--- src/design/tglc_pkg.sv ---
// shared codes and constants for the two-group lru cache set
`timescale 1ns / 1ps
package tglc_pkg;

  localparam int TAG_BITS = 10;
  localparam int MODE_BITS = 3;
  localparam int PTIME_BITS = 8;
  localparam int SCOUNT_BITS = 9;
  localparam int SNUM_BITS = 8;
  localparam int CFG_IDX_BITS = 2;
  localparam int CFG_DATA_BITS = 9;
  // tag * set_count + set_number fits in this many bits
  localparam int PROD_BITS = TAG_BITS + SCOUNT_BITS + 1;

  localparam logic [MODE_BITS-1:0] MODE_READ = 3'd0;
  localparam logic [MODE_BITS-1:0] MODE_WRITE = 3'd1;
  localparam logic [MODE_BITS-1:0] MODE_TICK = 3'd2;
  localparam logic [MODE_BITS-1:0] MODE_FLUSH = 3'd3;
  localparam logic [MODE_BITS-1:0] MODE_PEEK = 3'd4;
  localparam logic [MODE_BITS-1:0] MODE_LOAD = 3'd5;

  localparam logic [CFG_IDX_BITS-1:0] CFG_PROMOTE_TIME = 2'd0;
  localparam logic [CFG_IDX_BITS-1:0] CFG_SET_COUNT = 2'd1;
  localparam logic [CFG_IDX_BITS-1:0] CFG_SET_NUMBER = 2'd2;

  localparam logic [PTIME_BITS-1:0] PTIME_RESET = 8'd4;
  localparam logic [SCOUNT_BITS-1:0] SCOUNT_RESET = 9'd1;
  localparam logic [SNUM_BITS-1:0] SNUM_RESET = 8'd0;

endpackage

--- src/design/tglc_addr_unit.sv ---
// memory address unit: (tag * set_count + set_number) mod MemWords
`timescale 1ns / 1ps
module tglc_addr_unit #(
  parameter int MemWords = 1024
) (
  input  logic                                  clk,
  input  logic                                  rst,
  input  logic                                  start,
  input  logic [tglc_pkg::TAG_BITS-1:0]         tag,
  input  logic [tglc_pkg::SCOUNT_BITS-1:0]      set_count,
  input  logic [tglc_pkg::SNUM_BITS-1:0]        set_number,
  output logic                                  done,
  output logic [$clog2(MemWords)-1:0]           addr
);
  localparam int PW = tglc_pkg::PROD_BITS;
  localparam int AW = $clog2(MemWords);
  // floor(2^PW / MemWords); the quotient it gives is short by at most one
  localparam logic [PW-1:0] RECIP = PW'((longint'(1) << PW) / longint'(MemWords));
  localparam logic [PW-1:0] DIVISOR = PW'(MemWords);
  localparam logic [AW:0]   MOD_WIDE = (AW+1)'(MemWords);

  logic [2:0]      stg;
  logic [PW-1:0]   val;
  logic [PW-1:0]   quo;
  logic [AW:0]     rem;
  logic [2*PW-1:0] quo_prod;
  logic [2*PW-1:0] back_prod;

  assign quo_prod = (2*PW)'(val) * (2*PW)'(RECIP);
  assign back_prod = (2*PW)'(quo) * (2*PW)'(DIVISOR);
  assign done = stg[2];
  // remainder is below twice the modulus, one subtraction finishes it
  assign addr = (rem >= MOD_WIDE) ? AW'(rem - MOD_WIDE) : rem[AW-1:0];

  always_ff @(posedge clk) begin
    if (rst) begin
      stg <= '0;
    end else begin
      stg <= {stg[1:0], start};
    end
    if (start) begin
      val <= PW'(tag) * PW'(set_count) + PW'(set_number);
    end
    if (stg[0]) begin
      quo <= quo_prod[2*PW-1:PW];
    end
    if (stg[1]) begin
      rem <= (AW+1)'(val - back_prod[PW-1:0]);
    end
  end
endmodule

--- config.mk ---
export PLATFORM = sky130hd
export DESIGN_NAME = tglc_addr_unit
export DESIGN_NICKNAME = d
export VERILOG_FILES = /design/src/design/tglc_pkg.sv /design/src/design/tglc_addr_unit.sv
export SDC_FILE = /design/constraint.sdc
export NUM_CORES = 1
export LEC_CHECK = 0
export BUFFER_PORTS_ARGS = -buffer_cell sky130_fd_sc_hd__buf_2
export CORE_UTILIZATION = 34
export CTS_BUF_LIST = sky130_fd_sc_hd__clkbuf_8
export DETAILED_ROUTE_END_ITERATION = 8
export GPL_TIMING_DRIVEN = 0
export PLACE_DENSITY_LB_ADDON = 0.15
export SYNTH_ARGS = -nofsm -noshare
export SYNTH_HDL_FRONTEND = slang
export SYNTH_SLANG_ARGS = --single-unit
--- constraint.sdc ---
create_clock -name clk -period 4.67 [get_ports clk]
set_clock_uncertainty 0.2 [all_clocks]
set_input_delay 0.934 -clock clk [delete_from_list [all_inputs] [get_ports clk]]
set_output_delay 0.934 -clock clk [all_outputs]
set_load 0.05 [all_outputs]
==> impl_metrics.tcl <==
set metrics [dict create \
    outcome "finished, violations left" \
    failed_checks "design-rule violations" \
    postSynthAreaPerCell_um2 10.8 \
    arrival_ps 4450 \
    num_vias 1519 \
    powerDensity_mw_per_mm2 449 \
    drt-pass1-iter-count 7 \
    grt.busiest_layer "met2" \
    synth_cell_types 22 \
    critPathRequiredTime_ps 4480 \
    ant_nets 0 \
    worstSetupStartpointType "primary input" \
    relSlewSlack_pct 72.0 \
    initial_core_util_pct 35.7 \
    die_h_um 84.3 \
    grt_use_met2_pct 23.1 \
    synthMostInstantiatedCell "inv_1" \
    tns_ps 0 \
    cts_tree "done" \
    p_leak_uw 0.00136 \
    slowest_delay_ps 560 \
    crit_chain "buf_4, nand2_1, fa_1, inv_1, fa_1, fa_1, fa_1, ha_1, xor2_1, xnor2_1, xnor2_1, xnor2_1, xnor2_1, xnor2_1" \
    fp.dieW_um 84.3 \
    rows 29 \
    finish.net_count 348 \
    wl_um 4060 \
    place_ws_ps -431 \
    ys_warn_count 0 \
    h-tree-depth 1 \
    die_area_mm2 0.00711 \
    hp-class "flip-flop to flip-flop" \
    grt-ovfl-total 0 \
    grt_usage_pct 12.2 \
    peakVddDrop_v 0.000143 \
    io_pins 41 \
    synth-edff-count 20 \
    diodes 0 \
    synthArstFlopShare_pct 0 \
    drv_cap 0 \
    synth_top_area_share_pct 26.1 \
    avgViaCountPerCell 4.48 \
    final.min_clock_period_ps 4640 \
    finalSetupViolCount 0 \
    drive_above_1_share_pct 31.3 \
    synth_ff_type "edfxtp_1" \
    hold_buffers 0 \
    fin_total_pwr_uw 1320 \
    fmax_mhz 215 \
    clockPowerShare_pct 8.4 \
    end_kind "flip-flop" \
    netSwitchingFraction_pct 36.8 \
    hold_start "val[5]" \
    use_met1_pct 15.1 \
    syn-num-nets 299 \
    critPathKind "primary input to flip-flop" \
    grt_first_pass_wirelength_um 6870 \
    p_comb_share_pct 66.9 \
    met3_usage_pct 0.688 \
    syn_area_mm2 0.00230 \
    grt_max_degree 13 \
    syn_to_final_growth_pct 27.6 \
    drcViolationCount 15 \
    antenna_found_initial 0 \
    ys_ff_latch 23 \
    cts_root_buf "clkbuf_8" \
    first_global_vias 1513 \
    routedWlPerCell_um 12.0 \
    critPathMaxFanout 9 \
    seqPwrFrac_pct 24.7 \
    hold_violations 0 \
    rsz0062_at_grt "yes" \
    slew_violations 0 \
    setup_slack_ps 27.0 \
    path_common_cell "xnor2_1" \
    place_congestion 0.795 \
    p_int_uw 835 \
    cts.clk_slew.worst_paths_ps 70 \
    synth.top_cells.by_count "inv_1, nand2_1, fa_1" \
    cts_buffer_depth 2 \
    finalCritPeriodShare_pct 99.4 \
    place_area_mm2 0.00266 \
    core_area_mm2 0.00646 \
    worst_pin_slew_ps 419 \
    clk_latency_ps 250 \
    yosys.area.top_type "edfxtp_1" \
    setup.worst_path.start "tag[0]" \
    cp_num_buf_inv 2 \
    reg2reg_from "stg[1]" \
    numPortBuffers 38 \
    syn_inst 214 \
    switching_power_uw 486 \
    finalInstanceArea_mm2 0.00294 \
    ys_seq_area_share_pct 28.7 \
    cts_sinks 23 \
    worst_path_max_delay_cell "fa_1" \
    cts_inserted_buffers 3 \
    synth_area_leaders "edfxtp_1, fa_1, ha_1, xnor2_1, inv_1" \
    drtIter0Drc 30 \
    crit_family "adder cells" \
    hpwl_um 3340 \
]
metal layers:
layer	routed length (um)	share of wire [%]
met5	0	0
met4	21	0.52
met3	118	2.9
met2	2150	53
met1	1770	44
power by group through the flow:
stage	Sequential, uW	Clock (uW)	Combinational [uW]
after global placement	329	0	739
after detailed placement	331	0	746
after CTS	327	119	806
final	326	111	883
after floorplan	352	0	581
after global routing	329	127	999
placed cells by master (no fill, tap or decap), drive strengths merged:
cell,netlist,layout
buf,2,46
inv,36,37
nand2,36,36
fa,29,29
ha,26,26
edfxtp,20,20
xnor2,19,19
and2,18,18
nor2b,6,6
nor2,5,5
xor2,4,4
clkbuf,0,3
dfxtp,3,3
a21oi,3,3
o21a,2,2
a21o,1,1
nor3,1,1
o41ai,1,1
or3,1,1
o2bb2ai,1,1
cell type report:
cell class                 count  area [um2]
clock inverter                 1        3.75
buffer                         2        40.0
multi-input combinational    153        1660
timing repair buffer          44         300
clock buffer                   3        41.3
sequential                    23         661
inverter                      36         135
tap                           77        96.3
fill                         642        3520
state kept, by name (all words and copies together) (netlist names):
signal / flops
rem: 10
stg: 3
val: 10
through the flow:
step / std cells / util [%] / hold WS (ps)
6_report: 339 / 45.5 / 220
5_1_grt: 339 / 45.5 / 227
4_1_cts: 334 / 42.9 / 223
3_5_place_dp: 329 / 41.2 / 205
3_3_place_gp: 329 / 41.2 / 202
2_1_floorplan: 214 / - / 200
kinds of logic after synthesis:
logic type / synth area share, %
compound gates: 2.71
xor+xnor: 8.74
fa+ha+maj: 39.3
buf+inv: 6.68
flops: 28.7
simple gates: 13.9
worst paths after layout:
kind	end	slack (ps)	cells past startpoint
worst min register to register	rem[5]	220	0
worst max-delay path	val[9]	30	14
worst min-delay path	rem[5]	220	0
worst max register to register	rem[7]	3550	0
what timing repair did:
item / in CTS / in global routing
resized for setup: 14 / 30
setup endpoints to repair: 2 / 3
buffers inserted: 1 / 5
pin swaps: 11 / 8
cloned: 0 / 0
(Power assumes the default switching activity.)
